## src/rtl/text_console_char_engine_assert.svh

```systemverilog
// Assertion macros used by the text console character engine RTL.
// No dependencies; included inside the datapath module body that checks its logic.
`ifndef TEXT_CONSOLE_CHAR_ENGINE_ASSERT_SVH
`define TEXT_CONSOLE_CHAR_ENGINE_ASSERT_SVH

// Same-cycle implication, checked at every rising edge outside reset.
`define TCCE_ASSERT_IMP(lbl, ck, rs, ante, cons) \
  lbl: assert property (@(posedge ck) disable iff (rs) (ante) |-> (cons)) \
    else $error("text console engine check failed");

// Next-cycle implication, checked at every rising edge outside reset.
`define TCCE_ASSERT_NEXT(lbl, ck, rs, ante, cons) \
  lbl: assert property (@(posedge ck) disable iff (rs) (ante) |=> (cons)) \
    else $error("text console engine check failed");

`endif

```

## src/rtl/tcce_pkg.sv

```systemverilog
// Shared constants, types and the microcode table of the text console engine.
// No dependencies; imported by the sequencer, the datapath and the top level.
package tcce_pkg;

  localparam int COLUMNS = 80;
  localparam int ROWS    = 25;
  localparam int CELLS   = COLUMNS * ROWS;

  localparam int IDX_W  = 11;
  localparam int COL_W  = 7;
  localparam int ROW_W  = 5;
  localparam int CELL_W = 16;
  localparam int ATTR_W = 8;
  localparam int CHAR_W = 8;
  localparam int OP_W   = 2;
  localparam int STEP_W = 4;

  localparam logic [CHAR_W-1:0] BLANK_CHAR = 8'h20;
  localparam logic [CHAR_W-1:0] BS_CODE    = 8'h08;
  localparam logic [CHAR_W-1:0] TAB_CODE   = 8'h09;
  localparam logic [CHAR_W-1:0] CR_CODE    = 8'h0D;
  localparam logic [CHAR_W-1:0] LF_CODE    = 8'h0A;
  localparam logic [ATTR_W-1:0] ATTR_RESET = 8'h0F;
  localparam logic [COL_W-1:0]  PROMPT_GUARD = 7'd6;

  // Register index decoded from the APB word address.
  localparam logic REG_ATTR = 1'b0;

  typedef enum logic [OP_W-1:0] {
    OP_PUT, OP_PROMPT, OP_CLEAR, OP_READ
  } op_t;

  typedef enum logic [1:0] {
    WSEL_NONE, WSEL_INIT, WSEL_COPY, WSEL_BLANK
  } wsel_t;

  typedef enum logic [1:0] {
    RSEL_NONE, RSEL_COPY, RSEL_AHEAD, RSEL_CELL
  } rsel_t;

  typedef enum logic [2:0] {
    COND_NEVER, COND_ALWAYS, COND_DISPATCH, COND_NO_SCROLL,
    COND_NOT_END_ALL, COND_NOT_END_COPY
  } cond_t;

  typedef enum logic [STEP_W-1:0] {
    ST_INIT, ST_IDLE, ST_PUT, ST_COPY_PRIME, ST_COPY, ST_TAIL, ST_DONE,
    ST_PROMPT, ST_CLEAR, ST_HOME, ST_READ, ST_CAPTURE
  } step_t;

  typedef struct packed {
    logic  in_rdy;
    logic  ptr_clr;
    logic  ptr_inc;
    wsel_t wsel;
    rsel_t rsel;
    logic  put_en;
    logic  lb_clr;
    logic  cur_clr;
    logic  word_load;
    logic  out_load;
    logic  wait_out;
    cond_t cond;
    step_t target;
  } ctrl_t;

  typedef struct packed {
    logic accept;
    op_t  op;
    logic need_scroll;
    logic end_all;
    logic end_copy;
    logic out_busy;
  } stat_t;

  // Microcode ROM: one control word per step. A conditional step jumps to
  // its target when the condition holds, else falls through (IDLE waits).
  function automatic ctrl_t ucode(step_t s);
    ctrl_t c;
    c = '0;
    c.cond   = COND_NEVER;
    c.target = ST_IDLE;
    case (s)
      ST_INIT: begin
        c.wsel = WSEL_INIT; c.ptr_inc = 1'b1;
        c.cond = COND_NOT_END_ALL; c.target = ST_INIT;
      end
      ST_IDLE: begin
        c.ptr_clr = 1'b1; c.in_rdy = 1'b1; c.cond = COND_DISPATCH;
      end
      ST_PUT: begin
        c.put_en = 1'b1; c.cond = COND_NO_SCROLL; c.target = ST_DONE;
      end
      ST_COPY_PRIME: begin
        c.rsel = RSEL_COPY;
      end
      ST_COPY: begin
        c.wsel = WSEL_COPY; c.rsel = RSEL_AHEAD; c.ptr_inc = 1'b1;
        c.cond = COND_NOT_END_COPY; c.target = ST_COPY;
      end
      ST_TAIL: begin
        c.wsel = WSEL_BLANK; c.ptr_inc = 1'b1;
        c.cond = COND_NOT_END_ALL; c.target = ST_TAIL;
      end
      ST_DONE: begin
        c.out_load = 1'b1; c.wait_out = 1'b1;
        c.cond = COND_ALWAYS; c.target = ST_IDLE;
      end
      ST_PROMPT: begin
        c.lb_clr = 1'b1; c.cond = COND_ALWAYS; c.target = ST_DONE;
      end
      ST_CLEAR: begin
        c.wsel = WSEL_BLANK; c.ptr_inc = 1'b1;
        c.cond = COND_NOT_END_ALL; c.target = ST_CLEAR;
      end
      ST_HOME: begin
        c.cur_clr = 1'b1; c.cond = COND_ALWAYS; c.target = ST_DONE;
      end
      ST_READ: begin
        c.rsel = RSEL_CELL;
      end
      ST_CAPTURE: begin
        c.word_load = 1'b1; c.cond = COND_ALWAYS; c.target = ST_DONE;
      end
      default: begin
        c.cond = COND_ALWAYS; c.target = ST_IDLE;
      end
    endcase
    return c;
  endfunction

  function automatic step_t dispatch(op_t op);
    step_t s;
    case (op)
      OP_PUT:    s = ST_PUT;
      OP_PROMPT: s = ST_PROMPT;
      OP_CLEAR:  s = ST_CLEAR;
      OP_READ:   s = ST_READ;
      default:   s = ST_IDLE;
    endcase
    return s;
  endfunction

endpackage

```

## src/rtl/tcce_useq.sv

```systemverilog
// Microcode sequencer: step counter, control ROM lookup and jump logic.
// Depends on tcce_pkg for the control word, status and step types.
module tcce_useq (
  input  logic            clk,
  input  logic            rst,
  input  tcce_pkg::stat_t stat,
  output tcce_pkg::ctrl_t ctrl
);
  import tcce_pkg::*;

  step_t pc;
  step_t pc_next;
  step_t pc_inc;

  assign pc_inc = step_t'(pc + 1'b1);

  always_ff @(posedge clk) begin
    if (rst) begin
      pc <= ST_INIT;
    end else begin
      pc <= pc_next;
    end
  end

  always_comb begin
    pc_next = pc_inc;
    if (ctrl.wait_out && stat.out_busy) begin
      pc_next = pc;
    end else begin
      case (ctrl.cond)
        COND_NEVER:        pc_next = pc_inc;
        COND_ALWAYS:       pc_next = ctrl.target;
        COND_DISPATCH:     pc_next = stat.accept ? dispatch(stat.op) : pc;
        COND_NO_SCROLL:    pc_next = stat.need_scroll ? pc_inc : ctrl.target;
        COND_NOT_END_ALL:  pc_next = stat.end_all ? pc_inc : ctrl.target;
        COND_NOT_END_COPY: pc_next = stat.end_copy ? pc_inc : ctrl.target;
        default:           pc_next = ST_IDLE;
      endcase
    end
  end

  always_comb begin
    ctrl = ucode(pc);
  end

endmodule

```

## config.mk

```make
export PLATFORM = sky130hd
export DESIGN_NAME = tcce_useq
export DESIGN_NICKNAME = d
export VERILOG_FILES = /design/src/rtl/text_console_char_engine_assert.svh /design/src/rtl/tcce_pkg.sv /design/src/rtl/tcce_useq.sv
export SDC_FILE = /design/constraint.sdc
export NUM_CORES = 1
export LEC_CHECK = 0
export BUFFER_PORTS_ARGS = -buffer_cell sky130_fd_sc_hd__buf_2
export CORE_ASPECT_RATIO = 0.8
export CORE_MARGIN = 3
export CORE_UTILIZATION = 25
export DETAILED_ROUTE_END_ITERATION = 10
export MAX_ROUTING_LAYER = met4
export SLEW_MARGIN = 20
export SYNTH_ARGS = -nofsm -noshare
export SYNTH_HDL_FRONTEND = slang
export SYNTH_SLANG_ARGS = --single-unit
```

## constraint.sdc

```tcl
create_clock -name clk -period 2.5 [get_ports clk]
set_input_delay 0.5 -clock clk [delete_from_list [all_inputs] [get_ports clk]]
set_output_delay 0.5 -clock clk [all_outputs]
set_load 0.01 [all_outputs]
```

-- Word level (Yosys, flattened, before mapping)
Index checks and enable logic that the tools add are counted.
- $add $sub $neg: 1
- equality and inequality tests: 20
- muxes and demuxes: 16
- bitwise gates (word level): 1
- reduce and logical (&&, ||, !) cells: 9
- operators by type and width (kind ; count):
    $pmux W4 S6 ; 1
    $pmux W4 S5 ; 1
    $eq A4 B3 Y1 const B ; 4
    $eq A4 B4 Y1 const B ; 4
    $mux W4 ; 4
    $pmux W4 S4 ; 1
    $pmux W3 S5 ; 1
    $pmux W3 S3 ; 1
    $eq A4 B2 Y1 const B ; 2
    $eq A3 B2 Y1 const B ; 2
    $eq A3 B3 Y1 const B ; 2
    $pmux W2 S3 ; 1
    $add A4 B1 Y4 const B ; 1
    $eq A2 B2 Y1 const B ; 2
    $eq A4 B1 Y1 const B ; 1
    $logic_not A4 Y1 ; 1
    $mux W1 ; 4
    $mux W2 ; 2
    $reduce_or A2 Y1 ; 2
    $reduce_or A4 Y1 ; 1
    $eq A3 B1 Y1 const B ; 1
    $logic_not A3 Y1 ; 1
    $reduce_or A3 Y1 ; 1
    $eq A2 B1 Y1 const B ; 1
    other kinds (5) ; 5
- flip-flop bits (word level): 4
- bits of input ports: 9
- output and inout bits: 20
- logic and storage cells: 48

-- Depth between registers and ports, before layout
Gate-level depths: netlist of the first run.
- depth after elaboration: 6
- depth in mapped cells: 9
- depth with buffers taken out: 7

-- Least setup slack after synthesis of the first run
OpenSTA, ideal clock, no wires.
- path type: reg-to-reg
- from: register pc[1]
- to: register pc[0]
- setup time: 79 ps
- arrival: 1844 ps
- data required time: 2421 ps
- slack: 576 ps
- cell stages (with the launch flop): 8
- buffers on the path: 0
- period minus slack after synthesis: 1924 ps
- cell sequence: dfxtp_1 > inv_1 > ha_1 > or4b_1 > a211o_1 > o221ai_1 > a221oi_1 > a211oi_2
- longest elaborated chain between the ends: 6
- elaborated cells on any way between the ends: 32
- classes of those cells: 17 x eq/ne; 7 x mux; 1 x bitwise; 7 x reduce/logical
- ends and longest elaborated chain (what ; line ; text):
    start, declared ; tcce_useq.sv:11 ; step_t pc;
    start signal, assigned ; tcce_useq.sv:21 ; pc <= pc_next;
    $eq A4 B4 Y1, or another cell as far along ; tcce_pkg.sv:83 ; case (s)
    $reduce_or A3 Y1 (no source line) or $reduce_or A2 Y1 (tied branches) ; - ;
    $pmux W3 S5 ; tcce_pkg.sv:83 ;
    $eq A3 B2 Y1 ; tcce_useq.sv:30 ; case (ctrl.cond)
    $ne A2 B2 Y1 (no source line) ; - ;
    $reduce_and A2 Y1 (no source line) ; - ;
Parallel ways exist; a longest one is shown, timed or not.
A chain may end at the register's enable or synchronous reset.

==> results by stage, run 1 <==
Placement:
- Detailed placement finished with a half-perimeter wire length of between 2 and 2.5 mm.
- The cell count after placement is 199.
- Routability-driven placement finished with a final weighted congestion of a little over 0.9.
- The pre-CTS worst setup slack is 204 ps.
- During placement, the flow inserted port buffers numbering 28.

CTS:
- The CTS H-tree depth is 1.
- TritonCTS built the clock tree.
- The clock reaches the later pin of the worst-skew pair after approximately 220 ps.
- The tree is rooted in a clkbuf_8.
- The clock passes through at most 2 buffers.
- The number of buffers inserted during clock tree synthesis is 3.
- The clock sink count is 4.
- Post-CTS timing repair inserted 0 buffers for setup.
- Gates resized during post-CTS repair numbered 0.
- The hold buffer count at cts is 0.
- After clock tree synthesis, the clock-pin slew on the worst setup and hold paths is roughly 30 ps.

Critical path:
- The worst setup path is launched from a register.
- The category of cells accounting for the largest share of critical-path delay is buffers and inverters.
- The cell repeated most along the worst path is inv_1.
- The number of buffers and inverters on the critical path is 4.
- The maximum fanout count along the critical path is 7.
- The signal on the critical path passes through inv_1 -> ha_1 -> nor3_1 -> buf_4 -> a221o_1 -> inv_1 -> buf_2.
- The endpoint class of the critical path is an output pin.
- The slowest stage of the critical path belongs to the cell ha_1.
- The worst setup path is of the reg2out kind.
- The critical path data required time is 2000 ps.
- Data arrives at the worst endpoint at 1870 ps.
- The maximum cell stage delay along the critical path is 380 ps.

Finish:
- The area added between synthesis and finish is 27.7%.
- The largest registers in the layout are pc x4.
- The final layout contains about 180 nets.
- Cells with a size suffix above 1 make up about a quarter of the layout.
- The finished layout holds 202 standard cells, fillers aside.
- Counting the fill cells in the layout gives between 300 and 400.
- The area occupied by registers is between 80 and 90 um^2.
- The number of antenna repair diodes is 0.
- The multi-input combinational cells in the finished layout cover a total of between 700 and 800 um^2.
- More flip-flops sit in one register than any other, and that register is pc.
- The number of flip-flops in the largest register is 4.

Timing:
- The maximum clock rate is 423 MHz.
- The clock period minus final worst setup slack is about 2400 ps.
- The headroom to the max-slew limit is a little over three fifths.
- The number of setup violations in the final report is 0.
- Setup total negative slack on the finished layout was measured at 0 ps.
- On the final layout, the worst hold slack is 515 ps.
- The number of slew-limit violations in the final report came to 0.
- At the pin with the least slew margin, the transition time is approximately 560 ps.
- The count of final hold-check violations is 0.
- Setup repair after global routing left no endpoint under its margin.
- Once routing completed, OpenROAD measured the worst setup slack at roughly 130 ps.
- The final clock skew is slightly below 2 ps.
- The worst path uses 94.6% of the clock period.

Floorplanning:
- The die span in x is 72.6 um.
- The area of the core is about 3200 um^2.
- The number of placement rows is 18.
- In this run the count of I/O pins placed on the die edge is 29.
- The initial utilization of the core area, before any placement, comes to 27.4%.
- The die is between 50 and 60 um tall.
- The area of the die is approximately 4300 um^2.

Route:
- Wires add up to about 3.0 mm.
- The remaining number of nets flagged by the antenna check after routing is 0.
- The via count is around 1,100.
- The first-pass detailed-route iteration total is 4.
- After detailed routing, the average wire length per cell comes to 14.6 um.
- The first-iteration detailed-routing DRC count is about 80.
- In the routed design, unresolved DRC markers number 0.
- The average vias per placed instance is 5.55.

Synth:
- Counting flops and latches in the post-synthesis netlist gives 4.
- The sequential-to-total area share from yosys stat is 9.01%.
- In this run, synthesis inferred 0 flip-flops with an integrated enable.
- The synthesized cell area is 888 um^2.
- The gate count of the mapped netlist is ~130.
- After synthesis, the mean cell area works out to ~6.6 um^2.
- In the synthesized netlist the async set-or-reset flop fraction comes to 0%.
- The number of synthesis warnings is 0.
- The synthesized netlist net count is about 150.
- Yosys mapped the design onto between 40 and 50 distinct sky130hd cell types.
- The most instantiated flip-flop cell in the synthesis netlist is dfxtp_1.

GRT:
- For this run, the total global-route usage over all layers was measured as ~14%.
- The number of global-route vias before repair is roughly 950.
- The total overflow left after global routing is 0.
- The first-pass GRT wire length is 4.64 mm.
- The largest net degree at the start of global routing is 31.
- The number of antenna violations at the first check in global routing was 0.

Run status:
- The flow ran to the end, and the final reports show no timing, DRC or antenna violations.

Min path:
- The class of the tightest hold or removal check is in2reg.

Power:
- The cell area power density is 1310 nW/um^2.
- The static leakage is 0.512 nW.
- The completed layout was analyzed and its total power is around 1.5 mW.
- The maximum resistive drop on vdd is around 0.00043 V.

Job:
- The number of maximum-capacitance violations is 0.
[stage by stage]
stage	util [%]	instance area, um^2
5_1_grt	35.0	1130
4_1_cts	34.9	1130
6_report	35.0	1130
3_5_place_dp	33.6	1090
2_1_floorplan	-	888
3_3_place_gp	33.6	1090
[synthesized netlist by cell type, types with 3 or more instances]
library cell  number  area (um^2)
nand3_1            4         20.0
dfxtp_1            4         80.1
clkbuf_1           4         15.0
nand2_1           10         37.5
nand2b_1           4         25.0
and2_1             6         37.5
ha_1               4         50.1
buf_2              5         25.0
o211ai_1           3         22.5
nor2b_1            6         37.5
a21oi_1           12         60.1
nor2_1             6         22.5
nor3_1             7         35.0
inv_1              8         30.0
o21ai_0            5         25.0
o21bai_1           5         37.5
[power by group]
group | switching [mW] | internal [mW]
Sequential | 0.0365 | 0.0878
Clock | 0.0341 | 0.103
Combinational | 0.709 | 0.517
Total | 0.779 | 0.707
[layout make-up]
type                    count  share of cell area (%)
repair buffers             38                    19.0
clock buffers               3                    3.64
well taps                  40                    4.41
inverters                   8                    2.65
multi-input cells         109                    63.3
flip-flops and latches      4                    7.06
[cell usage in the layout, fill, tap and decap left out, types with 3 or more instances in the layout]
cell / Yosys / routed
buf_2: 5 / 28
a21oi_1: 12 / 12
nand2_1: 10 / 10
buf_4: 2 / 10
inv_1: 8 / 8
nor3_1: 7 / 7
nor2b_1: 6 / 6
nor2_1: 6 / 6
and2_1: 6 / 6
o21bai_1: 5 / 5
o21ai_0: 5 / 5
nand2b_1: 4 / 4
nand3_1: 4 / 4
dfxtp_1: 4 / 4
o211ai_1: 3 / 3
ha_1: 4 / 3
clkbuf_8: 0 / 3
[kinds of logic (layout without fill, tap and decap cells)]
logic type / count (synthesis) / after routing / synth area share, %
AOI/OAI and AO/OA: 50 / 50 / 39.4
xor gates and xnor gates: 1 / 1 / 0.986
DFF: 4 / 4 / 9.01
buffers and inverters: 21 / 49 / 10.4
adders and majority gates: 4 / 4 / 5.63
and+or+nand+nor: 52 / 52 / 32.3
muxes: 2 / 2 / 2.25
[metal layers]
layer	vias to the layer above	wire length, um	track usage, %
li1	552	-	-
met1	503	1430	21.9
met2	64	1150	18.0
met3	2	378	3.56
met4	0	10	3.95
met5	-	0	-
[final timing paths]
kind         depth (start not counted)      end  slack, ps   from
max                                  7  ctrl[1]        130  pc[0]
min                                  2    pc[0]        510    rst
max reg2reg                          7    pc[1]        240  pc[0]
min reg2reg                          2    pc[1]        550  pc[1]
Note: power is estimated with default switching activity, not from simulation.
==> inputs of run 2 (changes only) <==
- clock period: 2.5 -> 3 ns (I/O delays scaled with it)
==> run 2 against run 1 <==
Compared with the run above:
- clock skew fell by 1.3 ps
- clock power fell by 18%
- flip-flop and latch count did not move
- non-clock buffer count fell by 9
- via count fell by 4.1%
- global-route usage fell by 0.32 points
- power fell by 23%
- critical path type unchanged
- largest power group unchanged
==> results by stage, run 2 (synthesis results as in run 1) <==
Run status:
- Status: finished, final reports clean (unchanged).

Critical path:
- The number of buffers and inverters on the critical path is 2 (was 4).
- The timing startpoint of the critical path is pc[0] (unchanged).
- The launching element type of the critical path is a register (unchanged).
- The maximum cell stage delay along the critical path is 580 ps (was 380 ps).
- The category of the most critical setup path is reg2out (unchanged).
- The maximum fanout count along the critical path came to 20 (was 7).
- The critical path data required time is 2400 ps (was 2000 ps).
- The beginning of the worst register-to-register path is pc[0] (unchanged).
- The endpoint class of the critical path is an output pin (unchanged).
- The category of cells accounting for the largest share of critical-path delay is adder cells (was buffers and inverters).
- The critical path's slowest cell is ha_1 (unchanged).
- Cell chain of the critical path: inv_1 -> ha_1 -> and2b_1 -> a21oi_1 -> o22a_1 -> buf_2 (was inv_1 -> ha_1 -> nor3_1 -> buf_4 -> a221o_1 -> inv_1 -> buf_2).
- The critical path data arrival time is 2010 ps (was 1870 ps).

CTS:
- The hold buffer count at cts is 0 (unchanged).
- The post-CTS repair timing setup buffer count is 0 (unchanged).
- The source-to-sink clock delay at the later pin of the worst-skew pair is 220 ps (about the same).
- The CTS H-tree depth is 1 (unchanged).
- The post-cts sizing count is 0 (unchanged).
- The number of buffers inserted during clock tree synthesis is 3 (unchanged).
- The cell chosen for the clock root is clkbuf_8 (unchanged).
- The TritonCTS clock tree is built (unchanged).
- The register clock-pin slew on the reported worst setup and hold paths is 30 ps (about the same).
- The number of buffers between clock root and the deepest sink is 2 (unchanged).
- The clock sink count is 4 (unchanged).

GRT:
- The number of global-route vias before repair is 970 (was 948).
- The first-pass GRT wire length was 4.70 mm (was 4.64 mm).
- The number of antenna violations at the first check in global routing is 0 (unchanged).
- The largest net degree at the start of global routing came to 27 (was 31).
- The overflow left after global routing is 0 (unchanged).
- The total routing resource utilization after global routing came to 14.0% (was 14.3%).

Timing:
- The number of setup violations in the final report is 0 (unchanged).
- For the finished layout, the period the worst path requires is 2610 ps.
- The final clock skew is 0.671 ps (was 1.96 ps).
- Of the available clock period, the critical path in the final layout requires roughly 87%.
- The headroom to the max-slew limit is 45.0% (was 62.6%).
- The count of final hold-check violations is 0 (unchanged).
- Setup repair after global routing missed its margin: no (unchanged).
- The least setup slack across all paths after layout is 392 ps (was 135 ps).
- The total negative slack is 0 ps (unchanged).
- The maximum clock rate is approximately 380 MHz.
- The number of slew-limit violations in the final report is 0 (unchanged).
- The slew at the pin with the worst max-slew slack was 824 ps (was 560 ps).

Power:
- The total chip power is 1.15 mW (was 1.49 mW).
- The static leakage is 0.466 nW (was 0.512 nW).
- The maximum resistive drop on vdd was 0.000398 V (was 0.000426 V).
- The cell area power density is 1080 nW/um^2 (was 1310 nW/um^2).

Finish:
- The number of antenna repair diodes is 0 (unchanged).
- The combined area of the multi-input logic cells is 716 um^2 (was 718 um^2).
- Registers with the highest flip-flop counts: pc x4 (unchanged).
- The number of flip-flops in the largest register is 4 (unchanged).
- The core utilization of the finished layout is 32.8% (was 35.0%).
- Most used cells in the layout excluding fill and tap cells: 28 x buf_2, 12 x a21oi_1, 10 x nand2_1, 8 x inv_1, 7 x nor3_1 (was 28 x buf_2, 12 x a21oi_1, 10 x nand2_1, 10 x buf_4, 8 x inv_1).
- The area added between synthesis and finish is 19.9% (was 27.7%).
- The number of filler instances in the final layout is 366 (was 363).
- The net count of the finished layout came to 168 (was 177).
- The commonest non-fill, non-tap cell in the layout is buf_2 (unchanged).
- The area occupied by registers is 80.1 um^2 (unchanged).
- The proportion of layout cells with a drive suffix above 1 was 21.6% (was 26.5%).
- The register with the highest flop count is pc (unchanged).

Floorplanning:
- The area of the core is 3240 um^2 (unchanged).
- The die outline height came to 59.3 um (unchanged).
- The initial standard-cell utilization of the core is 27.4% (unchanged).
- The die span in x is 72.6 um (unchanged).
- The number of placement rows is 18 (unchanged).
- The boundary pin count was 29 (unchanged).
- The area of the die came to 4310 um^2 (unchanged).

Route:
- The final routed wire length divided by cell count is 14.6 um (about the same).
- The first-iteration detailed-routing DRC count is 127 (was 82).
- The aggregate routed wire length is 2.82 mm (was 2.96 mm).
- The first-pass detailed-route iteration total is 5 (was 4).
- The via count is 1,075 (was 1,121).
- The remaining number of nets flagged by the antenna check after routing is 0 (unchanged).
- The average vias per placed instance is 5.57 (was 5.55).
- The remaining routing DRC violations is 0 (unchanged).

Placement:
- The final weighted congestion of routability-driven global placement came to 0.930 (was 0.912).
- The half-perimeter wire length after detailed placement is 2.11 mm (was 2.35 mm).
- The number of buffers added on ports is 28 (unchanged).
- The pre-CTS worst setup slack came to 656 ps (was 204 ps).

Min path:
- The startpoint of the lowest-slack hold path is pc[1] (was rst).
- The class of the tightest hold or removal check was reg2reg (was in2reg).

Job:
- The number of maximum-capacitance violations is 0 (unchanged).
run 2: cell types whose count changed in the layout (fill, tap and decap cells not counted), sizes merged:
cell and delta:
buf -9
run 2: metal layers:
layer / wire length (um) / up-vias / track usage, %
met3: 235 / 2 / 2.20
met2: 1120 / 68 / 18.6
met1: 1460 / 474 / 21.6
met5: 0 / - / -
li1: - / 531 / -
met4: 9 / 0 / 3.16
run 2: stage by stage:
stage	area, um^2	hold WS (ps)	cells
final	1060	536	193
after global placement	1020	532	190
after floorplan	888	493	134
after CTS	1060	535	193
after global routing	1060	588	193
after detailed placement	1020	531	190
run 2: layout make-up:
type / count / area share (%)
multi-input combinational: 109 / 67.2
timing repair buffer: 29 / 13.9
sequential: 4 / 7.52
tap: 40 / 4.70
clock buffer: 3 / 3.88
inverter: 8 / 2.82
run 2: final timing paths:
kind                   to  depth (start not counted)  slack, ps
hold reg to reg     pc[1]                          2        540
setup reg to reg    pc[0]                          7        660
setup / recovery  ctrl[4]                          6        390
hold / removal      pc[1]                          2        540
run 2: power breakdown:
part | internal, mW | total, mW | switching (mW)
clock network | 0.0855 | 0.113 | 0.0276
logic | 0.368 | 0.919 | 0.552
registers | 0.0731 | 0.118 | 0.0452
run 2: worst reg2reg max path, stage by stage, from the launching register on:
cell	delay, ps
dfxtp_1	340
inv_1	150
ha_1	580
and4bb_1	310
a22oi_1	240
o211ai_1	140
a221oi_1	370
a211oi_2	80
==> inputs of run 3 (changes only) <==
==> constraint.sdc (replaced) <==
create_clock -name clk -period 3 [get_ports clk]
set_input_delay 0.3 -clock clk [delete_from_list [all_inputs] [get_ports clk]]
set_output_delay 0.3 -clock clk [all_outputs]
set_load 0.01 [all_outputs]
==> run 3 against run 2 <==
Compared with the run above:
- register-to-register slack worse by 30 ps
- utilization up 0.69 points
- cell area up 2.1%
- power up 2.4%
- final cell count up 1.6%
- global-route usage down 0.56 points
- sequential power up 15%
==> results by stage, run 3 (synthesis results as in run 1) <==
Run status:
- Status: finished, final reports clean (unchanged).

Route:
- The remaining routing DRC violations is 0 (unchanged).
- The first-pass detailed-route iteration total was 4 (was 5).
- The final routed wire length divided by cell count was 14.3 um (was 14.6 um).
- The via count was 1,107 (was 1,075).
- The average vias per placed instance was 5.65 (was 5.57).
- The first-iteration detailed-routing DRC count is 192 (was 127).
- The aggregate routed wire length came to 2.80 mm (was 2.82 mm).
- The remaining number of nets flagged by the antenna check after routing was 0 (unchanged).

Timing:
- The slew at the pin with the worst max-slew slack is 810 ps (was 824 ps).
- The total negative slack is 0 ps (unchanged).
- The number of setup violations in the final report is 0 (unchanged).
- The maximum clock rate was 421 MHz (was 383 MHz).
- Setup repair after global routing missed its margin: no (unchanged).
- The count of final hold-check violations is 0 (unchanged).
- The number of slew-limit violations in the final report was 0 (unchanged).
- The tightest hold margin was 304 ps (was 536 ps).
- The final clock skew came to 4.33 ps (was 0.671 ps).
- The headroom to the max-slew limit is 46.0% (was 45.0%).
- The least setup slack across all paths after layout is 625 ps (was 392 ps).
- The post-route fraction of the period consumed by the critical path came to 79.2% (was 86.9%).
- The clock period minus final worst setup slack is 2370 ps (was 2610 ps).

Floorplanning:
- The die outline height came to 59.3 um (unchanged).
- The boundary pin count came to 29 (unchanged).
- The die span in x was 72.6 um (unchanged).
- The area of the die came to 4310 um^2 (unchanged).
- The area of the core was 3240 um^2 (unchanged).
- The number of placement rows is 18 (unchanged).
- The initial standard-cell utilization of the core came to 27.4% (unchanged).

Finish:
- The number of filler instances in the final layout is 377 (was 366).
- The final standard cell count with taps included and fillers excluded came to 196 (was 193).
- Most used cells in the layout excluding fill and tap cells: 28 x buf_2, 12 x a21oi_1, 10 x nand2_1, 8 x inv_1, 7 x nor3_1 (unchanged).
- The number of flip-flops in the largest register is 4 (unchanged).
- The commonest non-fill, non-tap cell in the layout is buf_2 (unchanged).
- Registers with the highest flip-flop counts: pc x4 (unchanged).
- The net count of the finished layout was 171 (was 168).
- The proportion of layout cells with a drive suffix above 1 is 23.1% (was 21.6%).
- The number of antenna repair diodes is 0 (unchanged).
- The register with the highest flop count is pc (unchanged).
- The core utilization of the finished layout is 33.5% (was 32.8%).
- The area added between synthesis and finish is 22.4% (was 19.9%).

CTS:
- The source-to-sink clock delay at the later pin of the worst-skew pair is 210 ps (was 220 ps).
- The CTS H-tree depth is 1 (unchanged).
- The clock sink count is 4 (unchanged).
- The register clock-pin slew on the reported worst setup and hold paths is 30 ps (about the same).
- The hold buffer count at cts was 0 (unchanged).
- The cell chosen for the clock root is clkbuf_8 (unchanged).
- The number of buffers inserted during clock tree synthesis is 3 (unchanged).
- The post-cts sizing count is 0 (unchanged).
- The post-CTS repair timing setup buffer count is 0 (unchanged).
- The TritonCTS clock tree is built (unchanged).
- The number of buffers between clock root and the deepest sink came to 2 (unchanged).

Critical path:
- The endpoint class of the critical path is a register (was output pin).
- The critical path data arrival time is 2460 ps (was 2010 ps).
- The critical path data required time is 3090 ps (was 2400 ps).
- The category of the most critical setup path is reg2reg (was reg2out).
- The launching element type of the critical path is a register (unchanged).
- The maximum fanout count along the critical path is 20 (unchanged).

GRT:
- The met1 usage in global routing is 22.0% (was 21.6%).
- The met3 demand-to-capacity share in global routing is 2.54% (was 2.20%).
- The largest net degree at the start of global routing is 27 (unchanged).
- The overflow left after global routing is 0 (unchanged).
- The first-pass GRT wire length is 4.46 mm (was 4.70 mm).
- The layer with the highest usage is met1 (unchanged).
- The number of antenna violations at the first check in global routing was 0 (unchanged).
- The total routing resource utilization after global routing is 13.4% (was 14.0%).
- The met2 layer usage reported by global route is 16.1% (was 18.6%).
- The number of global-route vias before repair was 919 (was 970).

Placement:
- The cell count after placement is 193 (was 190).
- The final weighted congestion of routability-driven global placement was 0.912 (was 0.930).
- The half-perimeter wire length after detailed placement is 2.15 mm (was 2.11 mm).
- The number of buffers added on ports is 28 (unchanged).
- The pre-CTS worst setup slack is 661 ps (was 656 ps).

Power:
- The static leakage came to 0.481 nW (was 0.466 nW).
- The cell area power density is 1080 nW/um^2 (about the same).
- The maximum resistive drop on vdd is 0.000464 V (was 0.000398 V).

Job:
- The number of maximum-capacitance violations is 0 (unchanged).

Min path:
- The class of the tightest hold or removal check was in2reg (was reg2reg).
[run 3: cell type report]
type                       instances  area, um^2  share of cell area [%]
sequential                         4        80.1                    7.36
timing repair buffer              32         170                    15.7
tap                               40        50.0                    4.60
clock buffer                       3        41.3                    3.80
inverter                           8        30.0                    2.76
multi-input combinational        109         716                    65.8
[run 3: path summary, 6_finish.rpt]
check	cells after the start	to	slack [ps]	startpoint
hold reg to reg	2	pc[1]	540	pc[1]
hold / removal	2	pc[0]	300	rst
setup reg to reg	7	pc[0]	630	pc[0]
setup / recovery	7	pc[0]	630	pc[0]
[run 3: power by group]
group          internal [mW]  switching, mW  total, mW
Clock                 0.0853         0.0257      0.111
Sequential            0.0731         0.0632      0.136
Combinational          0.389          0.542      0.932
[run 3: critical path, stage by stage, from the launching register on]
cell	delay, ps
dfxtp_1	350
inv_1	150
ha_1	580
and4bb_1	320
a21oi_1	260
o221ai_1	150
a221oi_1	360
a211oi_2	80
[run 3: stage by stage]
| stage | instance area (um^2) | total power, mW |
|---|---|---|
| 2_1_floorplan | 888 | 0.779 |
| 3_3_place_gp | 1050 | 1.06 |
| 3_5_place_dp | 1050 | 1.06 |
| 4_1_cts | 1090 | 1.18 |
| 5_1_grt | 1090 | 1.28 |
| 6_report | 1090 | 1.18 |
[run 3: routing by layer]
layer	vias to the layer above	routed length, um
met5	-	0
met4	0	12
met3	2	329
met2	67	1040
met1	494	1420
li1	544	-
